--- config.mk ---
export PLATFORM = sky130hd
export DESIGN_NAME = quantized_mesh_stream_decoder
export DESIGN_NICKNAME = d
export VERILOG_FILES = /design/src/hw/rtl/qmsd_pkg.sv /design/src/hw/rtl/qmsd_front.sv /design/src/hw/rtl/qmsd_queue.sv /design/src/hw/rtl/qmsd_back.sv /design/src/hw/rtl/quantized_mesh_stream_decoder.sv
export SDC_FILE = /design/constraint.sdc
export NUM_CORES = 1
export LEC_CHECK = 0
export BUFFER_PORTS_ARGS = -buffer_cell sky130_fd_sc_hd__buf_4
export CAP_MARGIN = 20
export CORE_MARGIN = 3
export CORE_UTILIZATION = 35
export CTS_CLUSTER_SIZE = 12
export DETAILED_ROUTE_END_ITERATION = 6
export PLACE_DENSITY = 0.56
export SYNTH_ARGS = -nofsm -noshare
export SYNTH_HDL_FRONTEND = slang
export SYNTH_SLANG_ARGS = --single-unit
--- constraint.sdc ---
create_clock -name clk -period 7.8 [get_ports clk]
set_input_delay 0.39 -clock clk [delete_from_list [all_inputs] [get_ports clk]]
set_output_delay 0.39 -clock clk [all_outputs]
set_load 0.02 [all_outputs]
--- src/hw/rtl/qmsd_pkg.sv ---
// Shared types and constants for the quantized mesh stream decoder.
`timescale 1ns / 1ps

package qmsd_pkg;

    localparam int unsigned HEADER_BYTES_DEFAULT = 88;
    localparam int unsigned HDR_CNT_W            = 7;
    localparam int unsigned WORD_W               = 32;
    localparam int unsigned COORD_W              = 16;
    localparam int unsigned QUEUE_DEPTH          = 2;
    localparam logic [WORD_W-1:0] WIDE_LIMIT     = 32'd65536;

    typedef enum logic [2:0] {
        PH_HEADER = 3'd0,
        PH_VCOUNT = 3'd1,
        PH_U      = 3'd2,
        PH_V      = 3'd3,
        PH_HEIGHT = 3'd4,
        PH_TCOUNT = 3'd5,
        PH_INDEX  = 3'd6,
        PH_DONE   = 3'd7
    } phase_t;

    typedef enum logic [2:0] {
        SEC_VCOUNT = 3'd0,
        SEC_U      = 3'd1,
        SEC_V      = 3'd2,
        SEC_HEIGHT = 3'd3,
        SEC_TCOUNT = 3'd4,
        SEC_INDEX  = 3'd5
    } section_t;

    // One assembled word with its classification, handed from front to back.
    typedef struct packed {
        section_t          section;
        logic [WORD_W-1:0] word;
        logic              last;   // end of array, or end of tile for counts and indices
        logic              wide;   // index uses 32-bit arithmetic
    } task_t;

    typedef struct packed {
        logic full;
        logic empty;
    } queue_status_t;

endpackage

--- src/hw/rtl/qmsd_front.sv ---
// Byte parser: skips the header, assembles words and classifies them into tasks.
`timescale 1ns / 1ps

module qmsd_front #(
    parameter int unsigned HEADER_BYTES = qmsd_pkg::HEADER_BYTES_DEFAULT
) (
    input  logic                   clk,
    input  logic                   rst_n,
    input  logic                   s_tvalid,
    output logic                   s_tready,
    input  logic [7:0]             s_tdata,
    input  logic                   s_tuser,
    input  qmsd_pkg::queue_status_t q_status,
    output logic                   push,
    output qmsd_pkg::task_t        push_task
);

    localparam logic [qmsd_pkg::HDR_CNT_W-1:0] HDR_LIMIT = qmsd_pkg::HDR_CNT_W'(HEADER_BYTES);

    qmsd_pkg::phase_t                   phase_reg, phase_next;
    logic [qmsd_pkg::HDR_CNT_W-1:0]     hdr_cnt_reg, hdr_cnt_next;
    logic [1:0]                         byte_idx_reg, byte_idx_next;
    logic [qmsd_pkg::WORD_W-1:0]        word_reg, word_next;
    logic [qmsd_pkg::WORD_W-1:0]        vtotal_reg, vtotal_next;
    logic [qmsd_pkg::WORD_W-1:0]        left_reg, left_next;
    logic                               wide_reg, wide_next;
    logic                               accept;

    assign s_tready = !q_status.full;
    assign accept   = s_tvalid && s_tready;

    always_comb
    begin
        logic                        consume;
        logic                        four_bytes;
        logic                        complete;
        logic [1:0]                  idx_inc;
        logic [qmsd_pkg::WORD_W-1:0] w;
        logic                        last;

        phase_next    = phase_reg;
        hdr_cnt_next  = hdr_cnt_reg;
        byte_idx_next = byte_idx_reg;
        word_next     = word_reg;
        vtotal_next   = vtotal_reg;
        left_next     = left_reg;
        wide_next     = wide_reg;
        push          = 1'b0;
        push_task     = '0;
        consume       = 1'b1;
        four_bytes    = 1'b0;
        complete      = 1'b0;
        idx_inc       = 2'd0;
        w             = '0;
        last          = 1'b0;

        // Start of tile: restart the parser before this byte is parsed.
        if (s_tuser)
        begin
            phase_next    = qmsd_pkg::PH_HEADER;
            hdr_cnt_next  = '0;
            byte_idx_next = '0;
            word_next     = '0;
            vtotal_next   = '0;
            left_next     = '0;
            wide_next     = 1'b0;
        end

        if (phase_next == qmsd_pkg::PH_HEADER)
        begin
            if (hdr_cnt_next >= HDR_LIMIT)
            begin
                phase_next = qmsd_pkg::PH_VCOUNT;
            end
            else
            begin
                hdr_cnt_next = hdr_cnt_next + 1'b1;
                if (hdr_cnt_next >= HDR_LIMIT)
                begin
                    phase_next = qmsd_pkg::PH_VCOUNT;
                end
                consume = 1'b0;
            end
        end

        if (consume && phase_next != qmsd_pkg::PH_DONE)
        begin
            four_bytes = (phase_next == qmsd_pkg::PH_VCOUNT) ||
                         (phase_next == qmsd_pkg::PH_TCOUNT) ||
                         (phase_next == qmsd_pkg::PH_INDEX && wide_next);
            word_next  = word_next | ({24'd0, s_tdata} << {byte_idx_next, 3'b000});
            idx_inc    = byte_idx_next + 2'd1;
            complete   = (idx_inc == 2'd0) || (!four_bytes && idx_inc >= 2'd2);
            byte_idx_next = complete ? 2'd0 : idx_inc;
        end

        if (complete)
        begin
            w         = word_next;
            word_next = '0;
            push      = 1'b1;
            unique case (phase_next)
                qmsd_pkg::PH_VCOUNT:
                begin
                    vtotal_next = w;
                    wide_next   = w > qmsd_pkg::WIDE_LIMIT;
                    left_next   = w;
                    phase_next  = (w == '0) ? qmsd_pkg::PH_TCOUNT : qmsd_pkg::PH_U;
                    push_task   = '{qmsd_pkg::SEC_VCOUNT, w, 1'b0, 1'b0};
                end
                qmsd_pkg::PH_U, qmsd_pkg::PH_V, qmsd_pkg::PH_HEIGHT:
                begin
                    left_next = left_next - 1'b1;
                    last      = (left_next == '0);
                    push_task = '{qmsd_pkg::SEC_U, {16'd0, w[15:0]}, last, 1'b0};
                    unique case (phase_next)
                        qmsd_pkg::PH_U:
                        begin
                            push_task.section = qmsd_pkg::SEC_U;
                            if (last) phase_next = qmsd_pkg::PH_V;
                        end
                        qmsd_pkg::PH_V:
                        begin
                            push_task.section = qmsd_pkg::SEC_V;
                            if (last) phase_next = qmsd_pkg::PH_HEIGHT;
                        end
                        default:
                        begin
                            push_task.section = qmsd_pkg::SEC_HEIGHT;
                            if (last) phase_next = qmsd_pkg::PH_TCOUNT;
                        end
                    endcase
                    if (last)
                    begin
                        left_next = vtotal_next;
                    end
                end
                qmsd_pkg::PH_TCOUNT:
                begin
                    // Index count is 3 * count, wrapping at 32 bits.
                    left_next  = w + {w[30:0], 1'b0};
                    last       = (left_next == '0);
                    phase_next = last ? qmsd_pkg::PH_DONE : qmsd_pkg::PH_INDEX;
                    push_task  = '{qmsd_pkg::SEC_TCOUNT, w, last, 1'b0};
                end
                qmsd_pkg::PH_INDEX:
                begin
                    left_next = left_next - 1'b1;
                    last      = (left_next == '0);
                    if (last)
                    begin
                        phase_next = qmsd_pkg::PH_DONE;
                    end
                    push_task = '{qmsd_pkg::SEC_INDEX,
                                  wide_next ? w : {16'd0, w[15:0]}, last, wide_next};
                end
                default:
                begin
                    push = 1'b0;
                end
            endcase
        end

        if (!accept)
        begin
            push = 1'b0;
        end
    end

    always_ff @(posedge clk or negedge rst_n)
    begin
        if (!rst_n)
        begin
            phase_reg    <= qmsd_pkg::PH_HEADER;
            hdr_cnt_reg  <= '0;
            byte_idx_reg <= '0;
            word_reg     <= '0;
            vtotal_reg   <= '0;
            left_reg     <= '0;
            wide_reg     <= 1'b0;
        end
        else if (accept)
        begin
            phase_reg    <= phase_next;
            hdr_cnt_reg  <= hdr_cnt_next;
            byte_idx_reg <= byte_idx_next;
            word_reg     <= word_next;
            vtotal_reg   <= vtotal_next;
            left_reg     <= left_next;
            wide_reg     <= wide_next;
        end
    end

endmodule

--- src/hw/rtl/qmsd_queue.sv ---
// Short task queue between the parser and the decoder.
`timescale 1ns / 1ps

module qmsd_queue (
    input  logic                    clk,
    input  logic                    rst_n,
    input  logic                    push,
    input  qmsd_pkg::task_t         push_task,
    input  logic                    pop,
    output qmsd_pkg::task_t         head_task,
    output qmsd_pkg::queue_status_t status
);

    localparam int unsigned PTR_W = $clog2(qmsd_pkg::QUEUE_DEPTH);
    localparam int unsigned CNT_W = $clog2(qmsd_pkg::QUEUE_DEPTH + 1);
    localparam logic [CNT_W-1:0] DEPTH_CNT = CNT_W'(qmsd_pkg::QUEUE_DEPTH);
    localparam logic [PTR_W-1:0] LAST_PTR  = PTR_W'(qmsd_pkg::QUEUE_DEPTH - 1);

    qmsd_pkg::task_t  mem [qmsd_pkg::QUEUE_DEPTH];
    logic [PTR_W-1:0] wr_ptr_reg, wr_ptr_next;
    logic [PTR_W-1:0] rd_ptr_reg, rd_ptr_next;
    logic [CNT_W-1:0] count_reg, count_next;
    logic             do_push, do_pop;

    assign status.full  = (count_reg == DEPTH_CNT);
    assign status.empty = (count_reg == '0);
    assign do_push      = push && !status.full;
    assign do_pop       = pop && !status.empty;
    assign head_task    = mem[rd_ptr_reg];

    always_comb
    begin
        wr_ptr_next = wr_ptr_reg;
        rd_ptr_next = rd_ptr_reg;
        count_next  = count_reg;
        if (do_push)
        begin
            wr_ptr_next = (wr_ptr_reg == LAST_PTR) ? '0 : wr_ptr_reg + 1'b1;
        end
        if (do_pop)
        begin
            rd_ptr_next = (rd_ptr_reg == LAST_PTR) ? '0 : rd_ptr_reg + 1'b1;
        end
        priority if (do_push && !do_pop)
        begin
            count_next = count_reg + 1'b1;
        end
        else if (do_pop && !do_push)
        begin
            count_next = count_reg - 1'b1;
        end
    end

    always_ff @(posedge clk)
    begin
        if (do_push)
        begin
            mem[wr_ptr_reg] <= push_task;
        end
    end

    always_ff @(posedge clk or negedge rst_n)
    begin
        if (!rst_n)
        begin
            wr_ptr_reg <= '0;
            rd_ptr_reg <= '0;
            count_reg  <= '0;
        end
        else
        begin
            wr_ptr_reg <= wr_ptr_next;
            rd_ptr_reg <= rd_ptr_next;
            count_reg  <= count_next;
        end
    end

endmodule

--- src/hw/rtl/qmsd_back.sv ---
// Decoder: zig-zag running sums, high-water index decode and the output register.
`timescale 1ns / 1ps

module qmsd_back (
    input  logic                    clk,
    input  logic                    rst_n,
    input  qmsd_pkg::task_t         head_task,
    input  qmsd_pkg::queue_status_t q_status,
    output logic                    pop,
    output logic                    m_tvalid,
    input  logic                    m_tready,
    output logic [31:0]             m_tdata,
    output logic [2:0]              m_tuser,
    output logic                    m_tlast
);

    logic                                out_valid_reg, out_valid_next;
    logic [qmsd_pkg::WORD_W-1:0]         out_value_reg, out_value_next;
    logic [2:0]                          out_sec_reg, out_sec_next;
    logic                                out_last_reg, out_last_next;
    logic [qmsd_pkg::COORD_W-1:0]        coord_reg, coord_next;
    logic [qmsd_pkg::WORD_W-1:0]         hw_reg, hw_next;

    assign pop      = !q_status.empty && (!out_valid_reg || m_tready);
    assign m_tvalid = out_valid_reg;
    assign m_tdata  = out_value_reg;
    assign m_tuser  = out_sec_reg;
    assign m_tlast  = out_last_reg;

    always_comb
    begin
        logic [qmsd_pkg::COORD_W-1:0] code16;
        logic [qmsd_pkg::COORD_W-1:0] zz;
        logic [qmsd_pkg::COORD_W-1:0] sum;
        logic [qmsd_pkg::COORD_W-1:0] diff16;

        out_valid_next = out_valid_reg && !m_tready;
        out_value_next = out_value_reg;
        out_sec_next   = out_sec_reg;
        out_last_next  = out_last_reg;
        coord_next     = coord_reg;
        hw_next        = hw_reg;
        code16         = head_task.word[15:0];
        zz             = {1'b0, code16[15:1]} ^ {qmsd_pkg::COORD_W{code16[0]}};
        sum            = coord_reg + zz;
        diff16         = hw_reg[15:0] - code16;

        if (pop)
        begin
            out_valid_next = 1'b1;
            out_sec_next   = head_task.section;
            out_last_next  = head_task.last;
            out_value_next = head_task.word;
            unique case (head_task.section)
                qmsd_pkg::SEC_VCOUNT:
                begin
                    out_last_next = 1'b0;
                    coord_next    = '0;
                end
                qmsd_pkg::SEC_U, qmsd_pkg::SEC_V, qmsd_pkg::SEC_HEIGHT:
                begin
                    out_last_next  = 1'b0;
                    out_value_next = {16'd0, sum};
                    // Restart the sum for the next array.
                    coord_next     = head_task.last ? '0 : sum;
                end
                qmsd_pkg::SEC_TCOUNT:
                begin
                    hw_next = '0;
                end
                qmsd_pkg::SEC_INDEX:
                begin
                    if (head_task.wide)
                    begin
                        out_value_next = hw_reg - head_task.word;
                        if (head_task.word == '0)
                        begin
                            hw_next = hw_reg + 1'b1;
                        end
                    end
                    else
                    begin
                        out_value_next = {16'd0, diff16};
                        if (code16 == '0)
                        begin
                            hw_next = {16'd0, hw_reg[15:0] + 16'd1};
                        end
                    end
                end
                default:
                begin
                    out_valid_next = 1'b0;
                end
            endcase
        end
    end

    always_ff @(posedge clk or negedge rst_n)
    begin
        if (!rst_n)
        begin
            out_valid_reg <= 1'b0;
            coord_reg     <= '0;
            hw_reg        <= '0;
        end
        else
        begin
            out_valid_reg <= out_valid_next;
            coord_reg     <= coord_next;
            hw_reg        <= hw_next;
        end
    end

    always_ff @(posedge clk)
    begin
        out_value_reg <= out_value_next;
        out_sec_reg   <= out_sec_next;
        out_last_reg  <= out_last_next;
    end

endmodule

--- src/hw/rtl/quantized_mesh_stream_decoder.sv ---
// Top level of the quantized mesh stream decoder.
`timescale 1ns / 1ps
//
//  group | dir | payload                                   | request when
//  s_*   | in  | tdata[7:0] data_byte, tuser tile_start     | s_tvalid && s_tready
//  m_*   | out | tdata[31:0] value, tuser[2:0] section,     | m_tvalid && m_tready
//        |     | tlast tile_done                            |
//
//  One byte per cycle while s_tready is high; a result leaves through the parser,
//  the two-entry queue and the output register after the byte that completes its word.
//  s_tready drops only when the queue is full, i.e. after the output stalls.
//  rst_n clears parser, queue and decoder state; payload registers are not reset.

module quantized_mesh_stream_decoder #(
    parameter int unsigned HEADER_BYTES = qmsd_pkg::HEADER_BYTES_DEFAULT
) (
    input  logic        clk,
    input  logic        rst_n,
    input  logic        s_tvalid,
    output logic        s_tready,
    input  logic [7:0]  s_tdata,   // [7:0] data_byte
    input  logic        s_tuser,   // [0] tile_start
    output logic        m_tvalid,
    input  logic        m_tready,
    output logic [31:0] m_tdata,   // [31:0] value
    output logic [2:0]  m_tuser,   // [2:0] section
    output logic        m_tlast
);

    logic                    push;
    logic                    pop;
    qmsd_pkg::task_t         push_task;
    qmsd_pkg::task_t         head_task;
    qmsd_pkg::queue_status_t q_status;

    qmsd_front #(
        .HEADER_BYTES (HEADER_BYTES)
    ) u_front (
        .clk       (clk),
        .rst_n     (rst_n),
        .s_tvalid  (s_tvalid),
        .s_tready  (s_tready),
        .s_tdata   (s_tdata),
        .s_tuser   (s_tuser),
        .q_status  (q_status),
        .push      (push),
        .push_task (push_task)
    );

    qmsd_queue u_queue (
        .clk       (clk),
        .rst_n     (rst_n),
        .push      (push),
        .push_task (push_task),
        .pop       (pop),
        .head_task (head_task),
        .status    (q_status)
    );

    qmsd_back u_back (
        .clk       (clk),
        .rst_n     (rst_n),
        .head_task (head_task),
        .q_status  (q_status),
        .pop       (pop),
        .m_tvalid  (m_tvalid),
        .m_tready  (m_tready),
        .m_tdata   (m_tdata),
        .m_tuser   (m_tuser),
        .m_tlast   (m_tlast)
    );

    // An empty queue must never hold off the input.
    a_ready_when_empty: assert property (@(posedge clk) disable iff (!rst_n)
        q_status.empty |-> s_tready)
        else $error("input stalled with empty queue");

    // Coordinates are 16-bit sums, zero-extended, and never marked last.
    a_coord_narrow: assert property (@(posedge clk) disable iff (!rst_n)
        (m_tvalid && (m_tuser == qmsd_pkg::SEC_U || m_tuser == qmsd_pkg::SEC_V ||
                      m_tuser == qmsd_pkg::SEC_HEIGHT)) |-> (m_tdata[31:16] == 16'd0 && !m_tlast))
        else $error("coordinate result out of range or marked last");

    // The vertex count never ends a tile.
    a_vcount_not_last: assert property (@(posedge clk) disable iff (!rst_n)
        (m_tvalid && m_tuser == qmsd_pkg::SEC_VCOUNT) |-> !m_tlast)
        else $error("vertex count marked as end of tile");

endmodule
==> results_dict.tcl, run 1 <==
set metrics [dict create \
    status "complete, no violations" \
    crit_chain "a21oi_1, nor2_1, o41ai_1, o21bai_1, a21oi_1, a22oi_1, inv_1, ha_1, fa_1, a211oi_1, nor3_1, o21ai_0, a21oi_1, o21ai_1, o21ai_0, o31a_1, xor2_1, or3_1, or4_1, a21oi_1" \
    worst_pin_slew_ps 1170 \
    synth_seq_area_share_pct 41.9 \
    whs_path_depth 3 \
    grt.total_usage_pct 20.6 \
    clock_path_buffers 3 \
    wl_per_cell_microns 21.1 \
    synth.avg_cell_area_sq_um 9.19 \
    via_per_inst 5.75 \
    crit_family "compound AO/OA/AOI/OAI gates" \
    clk_pin_slew_worst_paths_ps 60 \
    antenna_left 0 \
    netSwitchingFraction_pct 33.4 \
    pwr-share-clk_pct 31.8 \
    critPathLaunchType "flop" \
    largest_register_ff_count 74 \
    cp_max_fo 10 \
    maxCapViolations 0 \
    setup_viol 0 \
    finalPower_mw 4.34 \
    max-vdd-ir-drop_mv 0.191 \
    r2r_cells 20 \
    nFillCells 4955 \
    cts_buffers 30 \
    skew_ps 18.2 \
    cp.buffers_inverters 1 \
    final.min_clock_period_ps 6990 \
    cts_tree "built" \
    hpwl_microns 40600 \
    drv_slew 0 \
    max_stage_delay_ps 820 \
    initial_core_util_pct 35.6 \
    mostFrequentLayoutCells "nand2_1 (197), dfrtp_1 (161), nor2_1 (156)" \
    path_depth 20 \
    htreeDepth 1 \
    path_common_cell "a21oi_1" \
    pwr_density_cell_nw_per_um2 220 \
    drt_iter0_markers 1386 \
    cts_root_buf "clkbuf_16" \
    grt_max_degree 73 \
    routed_wl_microns 55600 \
    grt_overflow 0 \
    largest-register "u_queue.mem" \
    pin_count 51 \
    ys_types 78 \
    hold_class "input port to flop" \
    setup.worst_path.class "flop to flop" \
    fin_nets 2064 \
    leakagePower_nw 8.69 \
    cp.required_ps 8210 \
    drc 0 \
    synthesis.area_sq_um 17600 \
    drtPass1Iterations 5 \
    areaGrowthSynthToFinish_pct 12.5 \
    port_buffers 50 \
    fp.dieW_microns 230 \
    pwr-share-comb_pct 27.0 \
    synthArstFlopShare_pct 59.6 \
    power.switching_mw 1.45 \
    whs_ps 80.4 \
    met3_usage_pct 2.96 \
    grtUsageMet2_pct 33.8 \
    utilization_pct 40.1 \
    syn_inst 1909 \
    p_seq_share_pct 41.1 \
    antenna_found_initial 0 \
    vias 15100 \
    tns_ps 0 \
    hold_viol 0 \
    routabilityCongestion 0.958 \
    final_common_cell "nand2_1" \
    num_rows 81 \
    arrival_ps 7410 \
    dieArea_sq_um 52900 \
    drive_above_1_share_pct 8.60 \
    end_kind "flop" \
    rsz0062_at_grt "no" \
    synth_edf_count 110 \
    cpMaxStageDelayCell "o41ai_1" \
    core_area_sq_um 49300 \
    period_share_pct 89.7 \
    num_antenna_cells 0 \
    max_freq_mhz 143 \
    clkLatencyLatePin_ps 590 \
    syn_nets 2031 \
    grt_pass1_vias 14800 \
    die_h_microns 230 \
    synth_warnings 0 \
    relSlewSlack_pct 21.7 \
    clock_sinks 272 \
    ys_seq_elements 272 \
    use_met1_pct 27.3 \
    p_int_mw 2.89 \
    grt_pass1_wl_microns 86800 \
    busiest_layer "met2" \
    synth_top_flop_cell "dfrtp_1" \
]
[power groups by stage]
stage	sequential, mW	combinational, mW	clock, mW
global route	1.81	1.28	1.47
global placement	1.81	1.16	0
CTS	1.79	1.18	1.41
finish	1.79	1.17	1.38
detailed placement	1.81	1.18	0
floorplan	1.88	0.696	0
[synth_stat cells, types with 21 or more instances]
cell | number | share of area, %
inv_1 | 73 | 1.6
dfrtp_1 | 162 | 23
xor2_1 | 73 | 3.6
and3_1 | 21 | 0.75
mux2i_1 | 36 | 2.1
edfxtp_1 | 110 | 19
a21o_1 | 34 | 1.5
nor3_1 | 32 | 0.91
nand3_1 | 54 | 1.5
clkbuf_1 | 80 | 1.7
a21oi_1 | 148 | 4.2
o21ai_0 | 137 | 3.9
nor4_1 | 24 | 0.86
o31ai_1 | 44 | 1.9
nand2_1 | 198 | 4.2
nor2_1 | 157 | 3.4
a22oi_1 | 36 | 1.5
ha_1 | 106 | 7.6
o22ai_1 | 30 | 1.1
xnor2_1 | 58 | 2.9
[worst paths after layout]
kind,from,slack (ps),end
max,u_front.hdr_cnt_reg[4]$_DFFE_PN0P_,810,u_queue.mem[0][1]$_DFFE_PP_
min,m_tready,80,u_back.m_tvalid$_DFF_PN0_
max reg2reg,u_front.hdr_cnt_reg[4]$_DFFE_PN0P_,810,u_queue.mem[0][1]$_DFFE_PP_
min reg2reg,u_front.word_reg[10]$_DFFE_PN0P_,480,u_front.word_reg[10]$_DFFE_PN0P_
max in group asynchronous,rst_n,6230,u_front.phase_reg[0]$_DFFE_PN0P_
min in group asynchronous,rst_n,240,u_back.coord_reg[10]$_DFFE_PN0P_
[logic make-up (layout without fill, tap and decap cells)]
| group | count (synthesis) | in the layout | synth area share (%) |
|---|---|---|---|
| muxes | 39 | 39 | 2.25 |
| buffers and inverters | 168 | 225 | 3.71 |
| DFF | 272 | 272 | 41.9 |
| AOI/OAI and AO/OA | 587 | 587 | 21.5 |
| and+or+nand+nor | 603 | 603 | 16.2 |
| adders and majority gates | 109 | 109 | 7.90 |
| xor gates and xnor gates | 131 | 131 | 6.54 |
[metal layers]
layer,vias to the layer above,routed length [microns]
met2,509,25800
met1,7365,24100
li1,7126,-
met4,0,2590
met5,-,0
met3,122,3090
[metrics by stage]
step | instances | setup WS [ps] | cell area (sq um)
floorplan | 1909 | 2110 | 17600
global placement | 2571 | 1260 | 18700
detailed placement | 2573 | 1060 | 18800
CTS | 2630 | 982 | 19700
global route | 2630 | 413 | 19700
finish | 2630 | 806 | 19700
[tightest hold or removal path, stage by stage]
cell	delay [ps]
buf_4	70
nand2b_1	110
nand2_1	50
[repair_timing]
action / 4_1_cts / 5_1_grt
hold buffers: 1 / 0
resized for setup: 0 / 0
setup buffers: 0 / 0
endpoints found under the hold margin: 23 / 0
[area by class of cell]
type / instances / area [sq um] / share of cell area (%)
Sequential cell: 272 / 7360 / 37.3
Clock inverter: 13 / 118 / 0.596
Tap cell: 664 / 831 / 4.21
Multi-Input combinational cell: 1469 / 9570 / 48.5
Timing Repair Buffer: 95 / 752 / 3.81
Inverter: 74 / 278 / 1.41
Clock buffer: 43 / 830 / 4.20
Power figures use the tool's default switching activity.
==> inputs of run 2 (changes only) <==
CORE_ASPECT_RATIO = 0.8   (was not set)
==> run 2 against run 1 <==
Compared with the run above: the flow now finishes with violations (hold timing); worst hold slack worse by 100 ps; clock power increased by 16%; routed wire length down 2.3%; clock skew fell by 5.4 ps; final area increased by 0.98%; critical path depth unchanged; global-route usage down 0.36 points; cell count is 0.42% higher; combinational power is essentially flat; count of clock-buffer cells in the layout unchanged; register-to-register slack improved by 260 ps.
==> results_dict.tcl, run 2 (synthesis gave the netlist of run 1 again) <==
set metrics [dict create \
    status "complete, but fails checks" \
    violations "hold timing" \
    crit_start "u_front.hdr_cnt_reg[4]$_DFFE_PN0P_" \
    final.min_clock_period_ps 6740 \
    setup.worst_path.class "flop to flop" \
    clock_path_buffers 3 \
    num_antenna_cells 0 \
    skew_ps 12.8 \
    core_area_sq_um 48900 \
    vias 15200 \
    path_depth 20 \
    hold_viol 10 \
    drc 0 \
    via_per_inst 5.74 \
    initial_core_util_pct 35.9 \
    max_stage_delay_ps 650 \
    drive_above_1_share_pct 9.22 \
    nFillCells 4847 \
    clock_sinks 272 \
    ctsHoldBuffers 0 \
    finalInstanceArea_sq_um 19900 \
    cts_tree "built" \
    critPathLaunchType "flop" \
    wl_per_cell_microns 20.6 \
    r2r_slack_ps 1060 \
    routed_wl_microns 54300 \
    hold_class "input port to async pin" \
    grt_pass1_vias 14300 \
    worst_pin_slew_ps 1110 \
    crit_family "compound AO/OA/AOI/OAI gates" \
    antenna_found_initial 0 \
    max_freq_mhz 148 \
    dieArea_sq_um 52900 \
    cts_buffers 34 \
    leakagePower_nw 8.79 \
    mostFrequentLayoutCells "nand2_1 (197), dfrtp_1 (161), nor2_1 (156)" \
    final_common_cell "nand2_1" \
    tns_ps 0 \
    cp.required_ps 8160 \
    hpwl_microns 39800 \
    largest_register_ff_count 74 \
    period_share_pct 86.4 \
    whs_ps -24.6 \
    path_common_cell "a21oi_1" \
    maxCapViolations 0 \
    rsz0062_at_grt "no" \
    crit_chain "a21oi_1, nor2_1, o41ai_1, o21bai_1, a21oi_1, a22oi_1, inv_1, ha_1, fa_1, a211oi_1, nor3_1, o21ai_0, a21oi_1, o21ai_1, o21ai_0, o31a_1, xor2_1, or3_1, or4_1, a21oi_1" \
    post_dp_cell_area_sq_um 18800 \
    routabilityCongestion 0.975 \
    utilization_pct 40.7 \
    cts.repair.resized 0 \
    drt_iter0_markers 1624 \
    cts_root_buf "clkbuf_16" \
    drv_slew 0 \
    htreeDepth 2 \
    regToRegStartpoint "u_front.hdr_cnt_reg[4]$_DFFE_PN0P_" \
    clk_pin_slew_worst_paths_ps 60 \
    antenna_left 0 \
    cp_max_fo 10 \
    largest-register "u_queue.mem" \
    r2r_end "u_queue.mem[0][1]$_DFFE_PP_" \
    pwr_density_cell_nw_per_um2 230 \
    max-vdd-ir-drop_mv 0.140 \
    post-cts-setup-buffers 0 \
    grt_overflow 0 \
    cpMaxStageDelayCell "or4_1" \
    die_h_microns 206 \
    relSlewSlack_pct 26.0 \
    num_rows 72 \
    grt_pass1_wl_microns 84900 \
    cp.buffers_inverters 1 \
    crit_end "u_queue.mem[0][1]$_DFFE_PP_" \
    arrival_ps 7100 \
    finalPower_mw 4.58 \
    drtPass1Iterations 5 \
    setup_viol 0 \
    pin_count 51 \
    areaGrowthSynthToFinish_pct 13.6 \
    grt.total_usage_pct 20.2 \
    grt_max_degree 91 \
    fin_nets 2071 \
    end_kind "flop" \
    port_buffers 50 \
    r2r_cells 20 \
    clkLatencyLatePin_ps 530 \
    fp.dieW_microns 256 \
]
## run 2: changes by cell type in the layout (fill, tap and decap cells not counted)
cell,before,now
clkinv_16,1,0
buf_4,91,95
clkbuf_16,30,34
clkinv_8,0,1
dlygate4sd3_1,1,0
inv_8,0,1
inv_6,1,3
clkbuf_8,3,1
clkinv_2,6,7
clkinv_1,4,3
bufinv_16,1,4
clkbuf_1,10,8
## run 2: layout make-up
type / instances / area (sq um) / area share (%)
Multi-Input combinational cell: 1469 / 9570 / 48.0
Timing Repair Buffer: 98 / 772 / 3.87
Clock inverter: 19 / 224 / 1.12
Sequential cell: 272 / 7360 / 36.9
Tap cell: 666 / 833 / 4.18
Clock buffer: 43 / 895 / 4.49
Inverter: 74 / 278 / 1.39
## run 2: report_power, final
| group | switching [mW] | internal (mW) |
|---|---|---|
| Sequential | 0.102 | 1.68 |
| Combinational | 0.761 | 0.441 |
| Clock | 0.641 | 0.956 |
## run 2: per-layer routing
metal,part of all wire [%],global-route usage (%),up-vias
li1,-,-,7144
met1,49,31.0,7366
met2,41,29.6,578
met3,7.5,3.25,76
met4,2.1,5.00,0
met5,0,0,-
## run 2: worst min path at each step
stage,endpoint,slack [ps]
2_1_floorplan,u_back.coord_reg[0]$_DFFE_PN0P_,90
3_3_place_gp,u_front.word_reg[1]$_DFFE_PN0P_,470
3_5_place_dp,u_front.word_reg[24]$_DFFE_PN0P_,470
4_1_cts,u_back.m_tvalid$_DFF_PN0_,20
5_1_grt,u_front.hdr_cnt_reg[4]$_DFFE_PN0P_,30
6_report,u_front.hdr_cnt_reg[4]$_DFFE_PN0P_,-20
## run 2: per-stage QoR
stage,cells,worst slack (ps)
after floorplan,1909,2110
after global routing,2641,718
final,2641,1060
after detailed placement,2577,1320
after global placement,2577,1340
after CTS,2639,1260
==> inputs of run 3 (changes only) <==
HOLD_SLACK_MARGIN = 0.15   (was not set)
==> run 3 against run 2 <==
Compared with the run above: the run now ends clean; register-to-register slack improved by 60 ps; first-iteration DRC count up 0.18%; die area is the same; flip-flop and latch count did not move; final area is essentially flat; critical path depth stayed put; clock power about the same; via count decreased by 0.13%; clock skew rose by 1.4 ps; core utilization barely moved; cell count barely moved; maximum frequency increased by 0.88%; largest cell class unchanged.
==> results_dict.tcl, run 3 (synthesis gave the netlist of run 1 again) <==
set metrics [dict create \
    status "complete, no violations" \
    setup.worst_path.class "flop to flop" \
    drv_slew 0 \
    cts_tree "built" \
    rsz0062_at_grt "no" \
    worst_pin_slew_ps 1100 \
    clock_path_buffers 3 \
    hold_class "input port to flop" \
    hold_viol 0 \
    routed_wl_microns 54300 \
    num_antenna_cells 0 \
    htreeDepth 2 \
    post_dp_cell_area_sq_um 18800 \
    final.min_clock_period_ps 6680 \
    cts_root_buf "clkbuf_16" \
    grt_max_degree 91 \
    grt.total_usage_pct 20.2 \
    r2r_cells 20 \
    min_from "m_tready" \
    largest_register_ff_count 74 \
    via_per_inst 5.73 \
    hold_path_end "u_back.m_tvalid$_DFF_PN0_" \
    cp.required_ps 8160 \
    grt_overflow 0 \
    cts_buffers 34 \
    post-cts-setup-buffers 0 \
    final_common_cell "nand2_1" \
    critPathLaunchType "flop" \
    initial_core_util_pct 35.9 \
    routabilityCongestion 0.975 \
    end_kind "flop" \
    nFillCells 4846 \
    drtPass1Iterations 6 \
    hpwl_microns 39800 \
    core_area_sq_um 48900 \
    clock_sinks 272 \
    pin_count 51 \
    multi_input_area_sq_um 9570 \
    mostFrequentLayoutCells "nand2_1 (197), dfrtp_1 (161), nor2_1 (156)" \
    period_share_pct 85.6 \
    seq_area_sq_um 7360 \
    whs_path_depth 3 \
    utilization_pct 40.8 \
    fin_nets 2072 \
    largest-register "u_queue.mem" \
    drc 0 \
    clkLatencyLatePin_ps 530 \
    antenna_found_initial 0 \
    finalInstanceArea_sq_um 19900 \
    clk_pin_slew_worst_paths_ps 60 \
    grt_pass1_vias 14300 \
    cp_max_fo 10 \
    pwr_density_cell_nw_per_um2 230 \
    skew_ps 14.2 \
    dieArea_sq_um 52900 \
    r2r_end "u_queue.mem[0][1]$_DFFE_PP_" \
    setup_viol 0 \
    grt_pass1_wl_microns 84900 \
    drive_above_1_share_pct 9.21 \
    fp.dieW_microns 256 \
    r2r_slack_ps 1120 \
    arrival_ps 7040 \
    max_freq_mhz 150 \
    leakagePower_nw 8.79 \
    port_buffers 50 \
    regToRegStartpoint "u_front.hdr_cnt_reg[4]$_DFFE_PN0P_" \
    maxCapViolations 0 \
    max-vdd-ir-drop_mv 0.140 \
    die_h_microns 206 \
    drt_iter0_markers 1627 \
    tns_ps 0 \
    num_rows 72 \
    wl_per_cell_microns 20.6 \
    vias 15100 \
    relSlewSlack_pct 26.7 \
    areaGrowthSynthToFinish_pct 13.6 \
    whs_ps 195 \
    antenna_left 0 \
]
run 3: cell count changes in the layout (fill, tap and decap cells not counted), sizes merged:
cell / previous run / this run
dlygate4sd3: 0 / 1
run 3: report_power, final:
part	internal [mW]	switching, mW	leakage [nW]
clock	0.956	0.640	0.549
sequential	1.68	0.102	3.23
combinational	0.441	0.761	5.01
run 3: critical path, cell delays in order (launching register included):
cell and delay [ps]:
dfrtp_1 480, a21oi_1 230, nor2_1 80, o41ai_1 470, o21bai_1 350, a21oi_1 270, a22oi_1 570, inv_1 100
ha_1 250, fa_1 430, a211oi_1 340, nor3_1 150, o21ai_0 420, a21oi_1 170, o21ai_1 330, o21ai_0 190
o31a_1 290, xor2_1 160, or3_1 370, or4_1 650, a21oi_1 220
run 3: stage by stage:
| step | std cells | setup slack (ps) | power, mW |
|---|---|---|---|
| floorplan | 1909 | 2110 | 2.58 |
| global placement | 2577 | 1340 | 2.99 |
| detailed placement | 2577 | 1320 | 3.01 |
| CTS | 2640 | 1260 | 4.62 |
| global route | 2642 | 718 | 4.81 |
| finish | 2642 | 1120 | 4.58 |
run 3: how the worst max path moves through the flow:
| stage | startpoint | to | slack [ps] | cells after the start |
|---|---|---|---|---|
| floorplan | u_front.hdr_cnt_reg[4]$_DFFE_PN0P_ | u_queue.mem[0][1]$_DFFE_PP_ | 2110 | 21 |
| global placement | u_front.hdr_cnt_reg[4]$_DFFE_PN0P_ | u_queue.mem[0][1]$_DFFE_PP_ | 1340 | 20 |
| detailed placement | s_tuser | u_queue.mem[0][1]$_DFFE_PP_ | 1320 | 19 |
| CTS | u_front.hdr_cnt_reg[4]$_DFFE_PN0P_ | u_queue.mem[0][1]$_DFFE_PP_ | 1260 | 20 |
| global route | u_front.hdr_cnt_reg[4]$_DFFE_PN0P_ | u_queue.mem[1][1]$_DFFE_PP_ | 720 | 20 |
| finish | u_front.hdr_cnt_reg[4]$_DFFE_PN0P_ | u_queue.mem[0][1]$_DFFE_PP_ | 1120 | 20 |
run 3: routing by layer:
| metal | wire (microns) | global-route usage, % |
|---|---|---|
| met2 | 22300 | 29.6 |
| met4 | 1250 | 5.00 |
| met5 | 0 | 0 |
| met3 | 4190 | 3.23 |
| met1 | 26600 | 31.0 |
run 3: layout make-up:
cell class              instances  share of cell area (%)
clock buffers                  43                    4.49
inverters                      74                    1.39
clock inverters                19                    1.12
well taps                     666                    4.18
flip-flops and latches        272                    36.9
repair buffers                 99                    3.92
multi-input cells            1469                    48.0
run 3: what timing repair did:
| action | CTS | global route |
|---|---|---|
| endpoints found under the hold margin | 89 | 0 |
| gates resized for setup | 0 | 0 |
| hold buffers | 1 | 0 |
